==> src/rtl/fwc_pkg.sv <==
// Shared types and codes for the ordered queue with removal by ID.
`timescale 1ns / 1ps

package fwc_pkg;

	localparam int ID_W   = 10;
	localparam int FILL_W = 5;

	// Request codes
	typedef enum logic [1:0] {
		OP_PUSH   = 2'd0,
		OP_POP    = 2'd1,
		OP_CANCEL = 2'd2,
		OP_NOP    = 2'd3
	} op_t;

	// Result status codes
	typedef enum logic [1:0] {
		ST_DONE     = 2'd0,
		ST_EMPTY    = 2'd1,
		ST_FULL     = 2'd2,
		ST_NOTFOUND = 2'd3
	} status_t;

	// Controller states
	typedef enum logic [1:0] {
		S_IDLE,
		S_EXEC,
		S_SCAN,
		S_RESP
	} fwc_state_t;

	// One stored entry
	typedef struct packed {
		logic [ID_W-1:0] id;
		logic            kind;
	} entry_t;

	// Commands from controller to datapath
	typedef struct packed {
		logic    load;      // capture the accepted item
		logic    push;      // write item at tail, count up
		logic    start;     // set up a scan from the head
		logic    scan;      // one scan/compact step
		logic    finish;    // close the scan, settle count and result
		logic    set_res;   // set result code with zero entry
		status_t res_code;
		logic    out_load;  // move result into output register
	} fwc_cmd_t;

	// Status from datapath to controller
	typedef struct packed {
		op_t  op;
		logic empty;
		logic full;
		logic scan_done;
	} fwc_stat_t;

endpackage

==> src/rtl/fwc_ctrl.sv <==
// Controller state machine for the ordered queue with removal by ID.
`timescale 1ns / 1ps

module fwc_ctrl (
	input  logic              clk,
	input  logic              arst_n,
	input  logic              in_valid,
	output logic              in_stall,
	output logic              out_valid,
	input  logic              out_stall,
	input  fwc_pkg::fwc_stat_t stat,
	output fwc_pkg::fwc_cmd_t  cmd
);

	fwc_pkg::fwc_state_t state_q, state_d;
	logic                out_valid_q;

	// State and output-valid registers
	always_ff @(posedge clk or negedge arst_n) begin
		if (!arst_n) begin
			state_q     <= fwc_pkg::S_IDLE;
			out_valid_q <= 1'b0;
		end else begin
			state_q     <= state_d;
			out_valid_q <= cmd.out_load | (out_valid_q & out_stall);
		end
	end

	// Next state and commands
	always_comb begin
		state_d      = state_q;
		cmd          = '0;
		cmd.res_code = fwc_pkg::ST_DONE;
		unique case (state_q)
			fwc_pkg::S_IDLE: begin
				if (in_valid) begin
					cmd.load = 1'b1;
					state_d  = fwc_pkg::S_EXEC;
				end
			end
			fwc_pkg::S_EXEC: begin
				state_d = fwc_pkg::S_RESP;
				unique case (stat.op)
					fwc_pkg::OP_PUSH: begin
						cmd.set_res = 1'b1;
						if (stat.full) begin
							cmd.res_code = fwc_pkg::ST_FULL;
						end else begin
							cmd.push = 1'b1;
						end
					end
					fwc_pkg::OP_POP, fwc_pkg::OP_CANCEL: begin
						if (stat.empty) begin
							cmd.set_res  = 1'b1;
							cmd.res_code = fwc_pkg::ST_EMPTY;
						end else begin
							cmd.start = 1'b1;
							state_d   = fwc_pkg::S_SCAN;
						end
					end
					fwc_pkg::OP_NOP: begin
						cmd.set_res = 1'b1;
					end
					default: begin
						cmd.set_res = 1'b1;
					end
				endcase
			end
			fwc_pkg::S_SCAN: begin
				if (stat.scan_done) begin
					cmd.finish = 1'b1;
					state_d    = fwc_pkg::S_RESP;
				end else begin
					cmd.scan = 1'b1;
				end
			end
			fwc_pkg::S_RESP: begin
				if (!out_valid_q || !out_stall) begin
					cmd.out_load = 1'b1;
					state_d      = fwc_pkg::S_IDLE;
				end
			end
			default: begin
				state_d = fwc_pkg::S_IDLE;
			end
		endcase
	end

	assign in_stall  = (state_q != fwc_pkg::S_IDLE);
	assign out_valid = out_valid_q;

`ifndef SYNTHESIS
	a_load_only_idle: assert property (@(posedge clk) disable iff (!arst_n)
		cmd.load |-> state_q == fwc_pkg::S_IDLE && !in_stall)
		else $error("item loaded outside idle");
	a_no_overwrite: assert property (@(posedge clk) disable iff (!arst_n)
		(out_valid_q && out_stall) |-> !cmd.out_load)
		else $error("output register overwritten while stalled");
	a_load_shows: assert property (@(posedge clk) disable iff (!arst_n)
		cmd.out_load |=> out_valid_q && state_q == fwc_pkg::S_IDLE)
		else $error("loaded result not shown");
`endif

endmodule

==> src/rtl/fwc_dpath.sv <==
// Datapath for the ordered queue: entry memory, pointers, scan and result registers.
`timescale 1ns / 1ps

module fwc_dpath #(
	parameter int DEPTH = 16
) (
	input  logic                        clk,
	input  logic                        arst_n,
	input  fwc_pkg::fwc_cmd_t           cmd,
	output fwc_pkg::fwc_stat_t          stat,
	input  logic [1:0]                  op,
	input  logic [fwc_pkg::ID_W-1:0]    entry_id,
	input  logic                        entry_kind,
	output logic [1:0]                  status,
	output logic [fwc_pkg::ID_W-1:0]    out_id,
	output logic                        out_kind,
	output logic [fwc_pkg::FILL_W-1:0]  fill_count
);

	localparam int AW = $clog2(DEPTH);
	localparam int CW = $clog2(DEPTH + 1);

	// Circular pointer steps
	function automatic logic [AW-1:0] ptr_inc(input logic [AW-1:0] p);
		return (p == AW'(DEPTH - 1)) ? '0 : p + 1'b1;
	endfunction

	function automatic logic [AW-1:0] ptr_dec(input logic [AW-1:0] p);
		return (p == '0) ? AW'(DEPTH - 1) : p - 1'b1;
	endfunction

	fwc_pkg::entry_t  slot_mem_q [DEPTH];

	logic [AW-1:0]    head_q;
	logic [CW-1:0]    count_q;
	fwc_pkg::op_t     op_q;
	logic [fwc_pkg::ID_W-1:0] id_q;
	logic             kind_q;

	logic [AW-1:0]    rd_ptr_q;
	logic [CW-1:0]    rd_left_q;
	fwc_pkg::entry_t  rd_data_q;
	logic [AW-1:0]    cmp_ptr_q;
	logic             cmp_vld_q;
	logic             found_q;

	fwc_pkg::status_t res_status_q;
	logic [fwc_pkg::ID_W-1:0] res_id_q;
	logic             res_kind_q;

	logic [1:0]       status_q;
	logic [fwc_pkg::ID_W-1:0] out_id_q;
	logic             out_kind_q;
	logic [fwc_pkg::FILL_W-1:0] fill_count_q;

	logic [AW:0]      tail_sum;
	logic [AW-1:0]    tail_ptr;
	logic             rd_en;
	logic             match;
	logic             shift_wr;
	logic             wr_en;
	logic [AW-1:0]    wr_addr;
	fwc_pkg::entry_t  wr_data;

	// Tail slot = head + count, wrapped
	assign tail_sum = (AW+1)'(head_q) + (AW+1)'(count_q);
	assign tail_ptr = (tail_sum >= (AW+1)'(DEPTH)) ? AW'(tail_sum - (AW+1)'(DEPTH))
	                                               : AW'(tail_sum);

	// Scan: read one entry a cycle, compare the one read last cycle
	assign rd_en    = cmd.scan && (rd_left_q != '0);
	assign match    = (op_q == fwc_pkg::OP_POP) || (rd_data_q.id == id_q);
	assign shift_wr = cmd.scan && cmp_vld_q && found_q;

	// Single write port: push at tail or move an entry one slot toward head
	always_comb begin
		wr_en   = cmd.push || shift_wr;
		wr_addr = tail_ptr;
		wr_data = '{id: id_q, kind: kind_q};
		if (shift_wr) begin
			wr_addr = ptr_dec(cmp_ptr_q);
			wr_data = rd_data_q;
		end
	end

	// Entry memory
	always_ff @(posedge clk) begin
		if (wr_en) begin
			slot_mem_q[wr_addr] <= wr_data;
		end
		if (rd_en) begin
			rd_data_q <= slot_mem_q[rd_ptr_q];
		end
	end

	// Queue and scan control state
	always_ff @(posedge clk or negedge arst_n) begin
		if (!arst_n) begin
			head_q    <= '0;
			count_q   <= '0;
			rd_left_q <= '0;
			cmp_vld_q <= 1'b0;
			found_q   <= 1'b0;
		end else begin
			if (cmd.push) begin
				count_q <= count_q + 1'b1;
			end
			if (cmd.start) begin
				rd_left_q <= (op_q == fwc_pkg::OP_POP) ? CW'(1) : count_q;
				cmp_vld_q <= 1'b0;
				found_q   <= 1'b0;
			end
			if (cmd.scan) begin
				cmp_vld_q <= rd_en;
				if (rd_en) begin
					rd_left_q <= rd_left_q - 1'b1;
				end
				if (cmp_vld_q && !found_q && match) begin
					found_q <= 1'b1;
				end
			end
			if (cmd.finish && found_q) begin
				count_q <= count_q - 1'b1;
				if (op_q == fwc_pkg::OP_POP) begin
					head_q <= ptr_inc(head_q);
				end
			end
		end
	end

	// Item, scan pointers and result payload
	always_ff @(posedge clk) begin
		if (cmd.load) begin
			op_q   <= fwc_pkg::op_t'(op);
			id_q   <= entry_id;
			kind_q <= entry_kind;
		end
		if (cmd.start) begin
			rd_ptr_q <= head_q;
		end
		if (rd_en) begin
			rd_ptr_q  <= ptr_inc(rd_ptr_q);
			cmp_ptr_q <= rd_ptr_q;
		end
		if (cmd.scan && cmp_vld_q && !found_q && match) begin
			res_id_q   <= rd_data_q.id;
			res_kind_q <= rd_data_q.kind;
		end
		if (cmd.set_res) begin
			res_status_q <= cmd.res_code;
			res_id_q     <= '0;
			res_kind_q   <= 1'b0;
		end
		if (cmd.finish) begin
			if (found_q) begin
				res_status_q <= fwc_pkg::ST_DONE;
			end else begin
				res_status_q <= fwc_pkg::ST_NOTFOUND;
				res_id_q     <= '0;
				res_kind_q   <= 1'b0;
			end
		end
		if (cmd.out_load) begin
			status_q     <= res_status_q;
			out_id_q     <= res_id_q;
			out_kind_q   <= res_kind_q;
			fill_count_q <= fwc_pkg::FILL_W'(count_q);
		end
	end

	// Status toward the controller
	assign stat.op        = op_q;
	assign stat.empty     = (count_q == '0);
	assign stat.full      = (count_q == CW'(DEPTH));
	assign stat.scan_done = (rd_left_q == '0) && !cmp_vld_q;

	assign status     = status_q;
	assign out_id     = out_id_q;
	assign out_kind   = out_kind_q;
	assign fill_count = fill_count_q;

`ifndef SYNTHESIS
	a_count_range: assert property (@(posedge clk) disable iff (!arst_n)
		count_q <= CW'(DEPTH))
		else $error("entry count beyond depth");
	a_push_grows: assert property (@(posedge clk) disable iff (!arst_n)
		cmd.push |-> !stat.full ##1 count_q == CW'($past(count_q) + 1'b1))
		else $error("push did not add one entry");
	a_found_shrinks: assert property (@(posedge clk) disable iff (!arst_n)
		(cmd.finish && found_q) |=> count_q == CW'($past(count_q) - 1'b1))
		else $error("removal did not drop one entry");
	a_miss_keeps: assert property (@(posedge clk) disable iff (!arst_n)
		(cmd.finish && !found_q) |=>
			res_status_q == fwc_pkg::ST_NOTFOUND && count_q == $past(count_q))
		else $error("missed cancel changed the queue");
`endif

endmodule

==> src/rtl/fifo_with_cancel_by_id.sv <==
// Top level of the ordered queue with push, pop and cancel by ID.
`timescale 1ns / 1ps

// Ordered queue of up to DEPTH entries (10-bit ID plus kind bit), kept in a
// circular entry memory with a head pointer and a fill count. Each accepted
// item gives exactly one result: status, the removed entry (zero otherwise)
// and the count held afterwards. Push, no-op and any rejected request go
// from the execute state straight to the result register; pop and cancel
// first scan: the single read port of the entry memory is walked once
// from the head (only the head for a pop), one entry a cycle, and each
// entry after the match is written back one slot toward the head in
// the same pass. A new item is taken as soon as the previous result sits in
// the output register, even while that result is still stalled.
module fifo_with_cancel_by_id #(
	parameter int DEPTH = 16
) (
	input  logic                        clk,
	input  logic                        arst_n,
	input  logic                        in_valid,
	output logic                        in_stall,
	input  logic [1:0]                  op,
	input  logic [fwc_pkg::ID_W-1:0]    entry_id,
	input  logic                        entry_kind,
	output logic                        out_valid,
	input  logic                        out_stall,
	output logic [1:0]                  status,
	output logic [fwc_pkg::ID_W-1:0]    out_id,
	output logic                        out_kind,
	output logic [fwc_pkg::FILL_W-1:0]  fill_count
);

	fwc_pkg::fwc_cmd_t  cmd;
	fwc_pkg::fwc_stat_t stat;

	// Sequencer
	fwc_ctrl u_ctrl (
		.clk       (clk),
		.arst_n    (arst_n),
		.in_valid  (in_valid),
		.in_stall  (in_stall),
		.out_valid (out_valid),
		.out_stall (out_stall),
		.stat      (stat),
		.cmd       (cmd)
	);

	// Storage, scan and result registers
	fwc_dpath #(
		.DEPTH (DEPTH)
	) u_dpath (
		.clk        (clk),
		.arst_n     (arst_n),
		.cmd        (cmd),
		.stat       (stat),
		.op         (op),
		.entry_id   (entry_id),
		.entry_kind (entry_kind),
		.status     (status),
		.out_id     (out_id),
		.out_kind   (out_kind),
		.fill_count (fill_count)
	);

endmodule

==> config.mk <==
export PLATFORM = sky130hd
export DESIGN_NAME = fifo_with_cancel_by_id
export DESIGN_NICKNAME = d
export VERILOG_FILES = /design/src/rtl/fwc_pkg.sv /design/src/rtl/fwc_ctrl.sv /design/src/rtl/fwc_dpath.sv /design/src/rtl/fifo_with_cancel_by_id.sv
export SDC_FILE = /design/constraint.sdc
export NUM_CORES = 1
export LEC_CHECK = 0
export BUFFER_PORTS_ARGS = -buffer_cell sky130_fd_sc_hd__buf_2
export CAP_MARGIN = 20
export CORE_MARGIN = 2
export CORE_UTILIZATION = 55
export DETAILED_ROUTE_END_ITERATION = 8
export PLACE_DENSITY = 0.72
export SLEW_MARGIN = 20
export SYNTH_ARGS = -nofsm -noshare
export SYNTH_HDL_FRONTEND = slang
export SYNTH_SLANG_ARGS = --single-unit
==> constraint.sdc <==
create_clock -name clk -period 5.4 [get_ports clk]
set_input_delay 0.81 -clock clk [delete_from_list [all_inputs] [get_ports clk]]
set_output_delay 0.81 -clock clk [all_outputs]
set_load 0.05 [all_outputs]
==> results of run 1 <==
power by group through the flow:
stage          sequential [uW]  combinational, uW  clock (uW)
2_1_floorplan             2890               1200           0
3_3_place_gp              2830               1710           0
3_5_place_dp              2840               1760           0
4_1_cts                   2800               1760        1940
5_1_grt                   2840               1880        2010
6_report                  2800               1750        1910
sequential cells by signal (all words and copies together) (netlist names), 5 cells and up:
name                flops
u_dpath.count_q         5
u_dpath.out_id         10
u_dpath.rd_left_q       5
u_dpath.rd_data_q      11
u_dpath.slot_mem_q    176
u_dpath.fill_count      5
u_dpath.res_id_q       10
u_dpath.id_q           10
cell usage in the layout (no fill, tap or decap), types with 5 or more instances in the layout:
master / Yosys / routed
clkinv_1: 0 / 5
bufinv_16: 0 / 6
mux4_2: 55 / 55
clkinv_2: 0 / 5
buf_2: 8 / 36
a21oi_1: 12 / 12
nor2_1: 36 / 36
nand3_1: 8 / 8
o21ai_0: 13 / 12
dfxtp_1: 11 / 11
ha_1: 18 / 18
xnor2_1: 17 / 17
dfrtp_1: 19 / 19
mux2i_1: 12 / 12
nand2_1: 62 / 62
edfxtp_1: 228 / 228
inv_1: 13 / 13
clkbuf_16: 0 / 26
per-layer routing:
metal  track usage [%]  wire length (um)
met3              3.67              1470
met1              29.7              8570
met4              8.74               897
met2              34.8             10000
met5                 0                 0
cell families after synthesis:
family / share of synthesized area, %
flip-flops: 71.8
adder cells (fa/ha/maj): 2.34
multiplexers: 13.3
AND/OR/NAND/NOR: 5.60
AO/OA/AOI/OAI: 3.66
XOR/XNOR: 1.75
buffers and inverters: 1.56
worst min path at each step:
stage	endpoint	cells past startpoint	slack, ps	from
floorplan	u_dpath.status[0]$_DFFE_PP_	0	400	u_dpath.res_status_q[0]$_DFFE_PP_
global placement	u_dpath.status[1]$_DFFE_PP_	0	410	u_dpath.res_status_q[1]$_DFFE_PP_
detailed placement	u_dpath.status[0]$_DFFE_PP_	0	410	u_dpath.res_status_q[0]$_DFFE_PP_
CTS	u_dpath.count_q[2]$_DFFE_PN0P_	1	230	arst_n
global route	u_dpath.count_q[2]$_DFFE_PN0P_	1	250	arst_n
finish	u_dpath.count_q[1]$_DFFE_PN0P_	1	220	arst_n
cell type report:
type	count	area (um2)
Timing Repair Buffer	39	203
Inverter	13	48.8
Sequential cell	258	7540
Multi-Input combinational cell	299	2790
Clock inverter	19	256
Fill cell	1282	6910
Clock buffer	29	662
Tap cell	234	293
per-stage QoR:
| step | power (uW) | hold WS (ps) | instances |
|---|---|---|---|
| 2_1_floorplan | 4090 | 400 | 596 |
| 3_3_place_gp | 4540 | 414 | 843 |
| 3_5_place_dp | 4590 | 414 | 843 |
| 4_1_cts | 6500 | 229 | 891 |
| 5_1_grt | 6730 | 252 | 891 |
| 6_report | 6450 | 221 | 891 |
==> results, run 1 <==
- The flow ran to the end, and the final reports show no timing, DRC or antenna violations.
- In this run, the combinational gates consume 27.1% of the power.
- The layout overhead on the synthesized area is 12.4%.
- The all-layer global routing usage is 21.5%.
- The number of enable-type register cells in the synthesized netlist is 228.
- The delay of the slowest cell on the worst path is 830 ps.
- Once the floorplan was initialized, standard cells occupied 56.1% of the core.
- The category of the worst setup path capture point is a register.
- In this run the worst hold path is classified as in -> async.
- The maximum number of pins on one net before global-route repair is between 40 and 50.
- The diode insertion count for antenna repair is 0.
- The worst path meets setup with 1920 ps of slack.
- Clock-pin slew was measured on the worst setup and hold paths at 60 ps.
- Among all flip-flop cells after synthesis, the most frequent one is edfxtp_1.
- Setup violations remaining at the end of the flow were counted as 0.
- The family of cells with the greatest summed delay on the critical path is simple AND/OR/NAND/NOR gates.
- The setup slack of the most critical reg-to-reg path is about 1900 ps.
- Across all layers, the routed design uses 5437 vias.
- The number of port buffers is 36.
- The count of pins over their slew limit is 0.
- The initial antenna violation count came to 0.
- The cell sitting at the root of the clock tree is a clkbuf_16.
- The netlist area before placement is 0.0105 mm2.
- The number of warnings issued by yosys is 0.
- The CTS buffer count is 26.
- The critical path ends at u_dpath.slot_mem_q[4][9]$_DFFE_PP_.
- The clock network is responsible for 29.5% of the overall power.
- The area of the die is approximately 0.02 mm2.
- The final count of hold timing violations was 0.
- Sorting the synthesized cells by how often they occur yields edfxtp_1, nand2_1, mux4_2.
- The hold-fix buffer count after cts is 0.
- The final sum of negative setup slack is 0 ps.
- The share of final-layout standard cells stronger than drive strength 1 is 21.5%.
- Synthesis instantiated 54 different standard cells from the library.
- Post-CTS timing repair inserted 0 buffers for setup.
- The number of global-route vias before repair is around 5400.
- The height of the die is between 100 and 150 um.
- Together, buffers and inverters on the worst path number 1.
- For this run, the post-layout net count is 673.
- The reg-to-reg critical path startpoint is u_ctrl.state_q[0]$_DFFE_PN0P_.
- The final HPWL from detailed placement is 14000 um.
- Clock latency on the worst-skew pair, taken at its later pin, is 530 ps.
- The top fanout value on the critical path is 20.
- In this run, synthesis produced a sequential element count of 258.
- For this run the aggregate overflow at the end of global routing stands at 0.
- The worst setup path is of the reg -> reg kind.
- Max-cap violations in this run came to 0.
- The synthesized design devotes to its leading area cell type 65.2% of total area.
- Summed over all cells, the static leakage comes to around 0.0042 uW.
- Setup repair after global routing left no endpoint under its margin.
- CTS built an H-tree with a depth of 1.
- Prior to clock tree synthesis, the placed netlist has a worst setup slack of 1970 ps.
- The total area inside the core boundary comes to 0.0187 mm2.
- For this run, the detailed router's first-pass iteration total came to 4.
- The time the final worst path needs with I/O delays and setup is 3480 ps.
- In the routed layout, each cell is associated on average with a via count of around 6.1.
- Synthesis handed over a netlist of just under 600 instances.
- The share of power burned in registers is 43.4%.
- Dividing the detail-routed wire length by the instance count gives 23.5 um.
- Routability-driven placement finished with a final weighted congestion of 0.853.
- After detailed routing, the number of remaining DRC violations is 0.
- In the finished design, the share of the clock period the worst path needs comes to 64.4%.
- The first routing iteration left between 400 and 500 violations.
- After synthesis, the cell types taking the most area are edfxtp_1, mux4_2, dfrtp_1, nand2_1, ha_1.
- In this design, the critical path's most frequently occurring cell is nand3_1.
- For this run, the register share of the synthesized area comes to 71.8%.
- The net switching component of the power is 2010 uW.
- The slowest stage of the critical path is the nor2_1 cell.
- Across the VDD grid, the largest voltage drop is 0.288 mV.
- The critical path startpoint is u_ctrl.state_q[0]$_DFFE_PN0P_.
- The design area is about 0.012 mm2.
- STA puts the critical path data required time at 5550 ps.
- The top-level I/O count is 37.
- TritonCTS built the clock tree.
- The quantity of gates resized following cts is 0.
- CTS saw 258 sinks.
- Data on the critical path arrives at its endpoint at 3630 ps.
- Measured along the x axis, the die boundary spans 142 um.
- The wire length after detailed routing is 20900 um.
- The proportion of total power due to net switching is between 30 and 40%.
- The wire length of the first global-routing pass is around 32000 um.
- After synthesis, the share of flip-flops with an asynchronous set or reset is ~7.4%.
- The detail route stage leaves a number of antenna-violating nets equal to 0.
- The average size of a mapped cell is approximately 18 um2.
- Internal power comes to 4440 uW.
- Measured on the finished design, the core utilization comes to a little over three fifths.
- The worst setup path is launched from a register.
- The fmax is between 200 and 300 MHz.
- The terminus of the critical flop-to-flop path is u_dpath.slot_mem_q[4][9]$_DFFE_PP_.
- Counting every net in the synthesized netlist gives approximately 630.
- The slew of the pin with the lowest slew margin is 1090 ps.
- Walking the worst path, the cells encountered are inv_1 > ha_1 > nand3_1 > a211oi_1 > o22a_1 > nand3_1 > nor2_1.
- The floorplan has 50 rows.
- The placed instances occupy a cell area of 0.0109 mm2.
- Of all cell types, the one taking the most synthesized area is edfxtp_1.
- Measured in cells, the most critical reg-to-reg path has a length of 7.
- The maximum clock skew at final layout is 10.6 ps.
- In this run the deepest clock path goes through 3 buffers.
- The worst pin sits at a relative slew slack of a little over a quarter.
- The power per cell area is 547 mW/mm2.
- Yosys instantiated no cell more often than edfxtp_1.
- The critical path crosses 7 cells after its start point.
No activity file was read; power rests on OpenSTA's default activity.
==> run 2, diff against run 1 <==
Settings changed: ABC_AREA from default to 1, PLACE_DENSITY 0.72 to 0.75.
Clock period 5.4 ns to 2.9 ns, I/O delays scaled along.
==> run 2 against run 1 <==
  * Highest routed layer unchanged
  * Power up 94%
  * Largest cell class unchanged
  * Via count grew 27%
  * Setup slack got worse by 1600 ps
  * Fmax grew 37%
  * Hold slack lost 140 ps
  * Critical endpoint is now u_dpath.slot_mem_q[13][8]$_DFFE_PP_
==> results, run 2 <==
- The async set or reset register ratio after synthesis was 7.36% (unchanged).
- The fmax came to 395 MHz (+37%).
- The average size of a mapped cell is 12.6 um2 (-29%).
- The path category of the worst min-delay check is in -> reg.
- The portion of synthesized cell area occupied by the leading cell type is 62.4% (-2.8 points).
- The met2 routing resource usage after global routing was 35.6% (+0.81 points).
- met2 is the most crowded layer.
- The synthesized netlist cell count came to 872 (+46%).
- The number of warnings issued by yosys came to 0 (unchanged).
- The top fanout value on the critical path was 11 (-45%).
- The top-level I/O count is 37 (unchanged).
- Sorting the synthesized cells by how often they occur yields edfxtp_1, nor2_1, nand2_1.
- The average wire length per cell after detail routing came to 18.9 um (-20%).
- The final HPWL from detailed placement was 14800 um (+5.3%).
- The final sum of negative setup slack is 0 ps (unchanged).
- The arrival time of the worst setup path is 2760 ps (-870 ps).
- The total power of the final layout is 12500 uW (+94%).
- The share of final-layout standard cells stronger than drive strength 1 came to 15.7% (-5.8 points).
- The DRC violation count after routing was 0 (unchanged).
- The largest registers in the layout are u_dpath.slot_mem_q (176), u_dpath.rd_data_q (11).
- Ranked by flip-flop count, first place goes to u_dpath.slot_mem_q.
- TritonCTS built the clock tree.
- The maximum level of the CTS H-tree is 1 (unchanged).
- The internal cell power is 7940 uW (+79%).
- The number of port buffers is 36 (unchanged).
- The maximum clock insertion buffer count is 3 (unchanged).
- STA classifies the critical path endpoint as a register.
- The number of library cell types mapped by synthesis is 45 (-17%).
- The height of the die is 145 um (+2.2%).
- The total congestion overflow is 0 (unchanged).
- The final-layout fill cell count is 1422 (+11%).
- The root buffer cell is clkbuf_16.
- The power per cell area is 1010 mW/mm2 (+84%).
- The flip-flop count of the largest register, all copies and words added is 176 (unchanged).
- The layout overhead on the synthesized area is 13.5%.
- The proportion of total power due to net switching was 36.6% (+5.4 points).
- The first-pass detailed-route iteration total is 5 (+1).
- The number of endpoints failing setup at the final stage is 0 (unchanged).
- By area the synthesized netlist is led by edfxtp_1, dfrtp_1, o21ai_0, nor2_1, nand2_1.
- The hold-fix buffer count after cts came to 1 (+1).
- The placer congestion estimate is 0.872 (+2.2%).
- The post-route clock period utilization is 87.3% (+23 points).
- The number of nets in the finished design is 970 (+44%).
- The final count of hold timing violations is 0 (unchanged).
- The CTS buffer count is 26 (unchanged).
- The wire length of the first global-routing pass is 36700 um (+14%).
- The total via count in the routed design was 6897 (+27%).
- The most used flip-flop cell after synthesis is edfxtp_1.
- The run finished with clean final reports.
- The violation count after the first detailed-routing iteration is 702 (+70%).
- The number of max-cap violations is 0 (unchanged).
- Setup repair after global routing left no endpoint under its margin.
- The count of pins over their slew limit is 0 (unchanged).
- The largest area contributor in the synthesized netlist is edfxtp_1.
- Leaving out fill and tap cells, the most frequent cell in the layout is edfxtp_1.
- The instance count after placement with tap cells included was 1170 (+39%).
- The post-placement cell area came to 0.0116 mm2 (+6.8%).
- The required time at the endpoint of the critical path was 3120 ps (-2430 ps).
- The diode insertion count for antenna repair is 0 (unchanged).
- The number of global-route vias before repair is 6754 (+25%).
- The worst hold slack is 86.4 ps (-135 ps).
- The maximum number of pins on one net before global-route repair was 92 (+88%).
- The later-pin clock latency in the skew report was 520 ps (about the same).
- edfxtp_1 is the most common cell in the netlist.
- The clock input transition at the sequential cells of the worst setup and hold paths is 60 ps (about the same).
- The post-CTS setup buffer count is 0 (unchanged).
- The placeable core area is 0.0195 mm2 (+4.4%).
- The via count normalized by instance count is 5.67 (-7.1%).
- The worst setup path is of the reg -> reg kind.
- The maximum vdd drop came to 0.507 mV (+76%).
- The net switching component of the power is 4580 uW (+130%).
- The headroom to the max-slew limit is 32.7% (+5.4 points).
- The leakage power total is 0.00469 uW (+13%).
- The maximum clock skew at final layout is 6.45 ps (-4.16 ps).
- The share of power burned in registers is 41.5% (-1.9 points).
- The storage element area is 0.00754 mm2 (unchanged).
- The combinational share of power is 33.0% (+5.9 points).
- The initial standard-cell utilization of the core is 56.2% (+0.088 points).
- The die boundary width is 145 um (+2.2%).
- In the layout the commonest cells are edfxtp_1, nor2_1, nand2_1.
- The time the final worst path needs with I/O delays and setup is 2530 ps (-944 ps).
- The quantity of gates resized following cts came to 0 (unchanged).
- The slew of the pin with the lowest slew margin was 1010 ps (-76.7 ps).
- The area of the multi-input gates came to 0.00300 mm2 (+7.2%).
- The portion of the post-synthesis area used by sequential elements is 68.7% (-3.1 points).
- The total number of clock tree sinks is 258 (unchanged).
- The number of enable-type register cells in the synthesized netlist came to 228 (unchanged).
- The post-synth net total was 908 (+44%).
- The met3 demand-to-capacity share in global routing is 3.24% (-0.43 points).
- The area of the die is 0.0211 mm2 (+4.4%).
- The design area is 0.0125 mm2 (+5.6%).
- The met1 global-route usage is 31.2% (+1.6 points).
- The netlist area before placement was 0.0110 mm2 (+4.6%).
- The type of origin of the critical path is a register.
- The number of cells in the finished layout apart from fillers was 1217 (+37%).
- The count of antenna-violating nets left after detailed routing came to 0 (unchanged).
- The post-synthesis sequential element count came to 258 (unchanged).
- The initial antenna violation count is 0 (unchanged).
- The clock network power share came to 25.5% (-4.0 points).
- The wire length after detailed routing is 23000 um (+9.7%).
- The total number of placement rows came to 51 (+2.0%).
- The all-layer global routing usage is 22.1% (+0.53 points).
## run 2: power groups by stage
stage	clock network, uW	logic [uW]	registers, uW
after floorplan	0	2730	5390
after global placement	0	3990	5250
after detailed placement	0	4070	5260
after CTS	3260	4120	5200
after global routing	3390	4550	5260
final	3190	4130	5200
## run 2: layout make-up
cell class | count | share of cell area, %
Sequential cell | 258 | 60.6
Timing Repair Buffer | 76 | 4.08
Clock inverter | 9 | 0.673
Tap cell | 265 | 2.66
Inverter | 66 | 2.03
Multi-Input combinational cell | 506 | 24.0
Clock buffer | 37 | 5.96
## run 2: critical path: stages (launching register included)
cell and delay [ps]:
dfrtp_1 460, ha_1 270, fa_1 480, or2_2 310, o21ai_2 110, nand3_1 210, nor2_1 160, buf_4 220
## run 2: worst paths after layout
kind	start	to	slack, ps	cells after the start
worst max-delay path	u_dpath.count_q[0]$_DFFE_PN0P_	u_dpath.slot_mem_q[13][8]$_DFFE_PP_	370	7
worst min-delay path	entry_id[3]	u_dpath.id_q[3]$_DFFE_PP_	90	1
worst max register to register	u_dpath.count_q[0]$_DFFE_PN0P_	u_dpath.slot_mem_q[13][8]$_DFFE_PP_	370	7
worst min register to register	u_dpath.res_status_q[1]$_DFFE_PP_	u_dpath.status[1]$_DFFE_PP_	420	0
max in group asynchronous	arst_n	u_dpath.head_q[1]$_DFFE_PN0P_	2190	2
min in group asynchronous	arst_n	u_dpath.rd_left_q[3]$_DFF_PN0_	390	2
## run 2: stage by stage
stage                     utilization, %  setup slack [ps]
final                               63.8               367
after global routing                63.8               243
after CTS                           63.8               370
after detailed placement            59.5               374
after global placement              59.5               421
after floorplan                        -               340
## run 2: routing by layer
metal | vias to the layer above | wire (um)
met3 | 41 | 1590
met2 | 265 | 10800
li1 | 3283 | -
met1 | 3308 | 9870
met4 | 0 | 702
met5 | - | 0
## run 2: logic make-up after synthesis
group                    synth area share [%]
AO/OA/AOI/OAI                            9.59
XOR/XNOR                                0.878
adder cells (fa/ha/maj)                  2.23
buffers and inverters                    4.05
flip-flops                               68.7
multiplexers                             3.19
AND/OR/NAND/NOR                          11.4
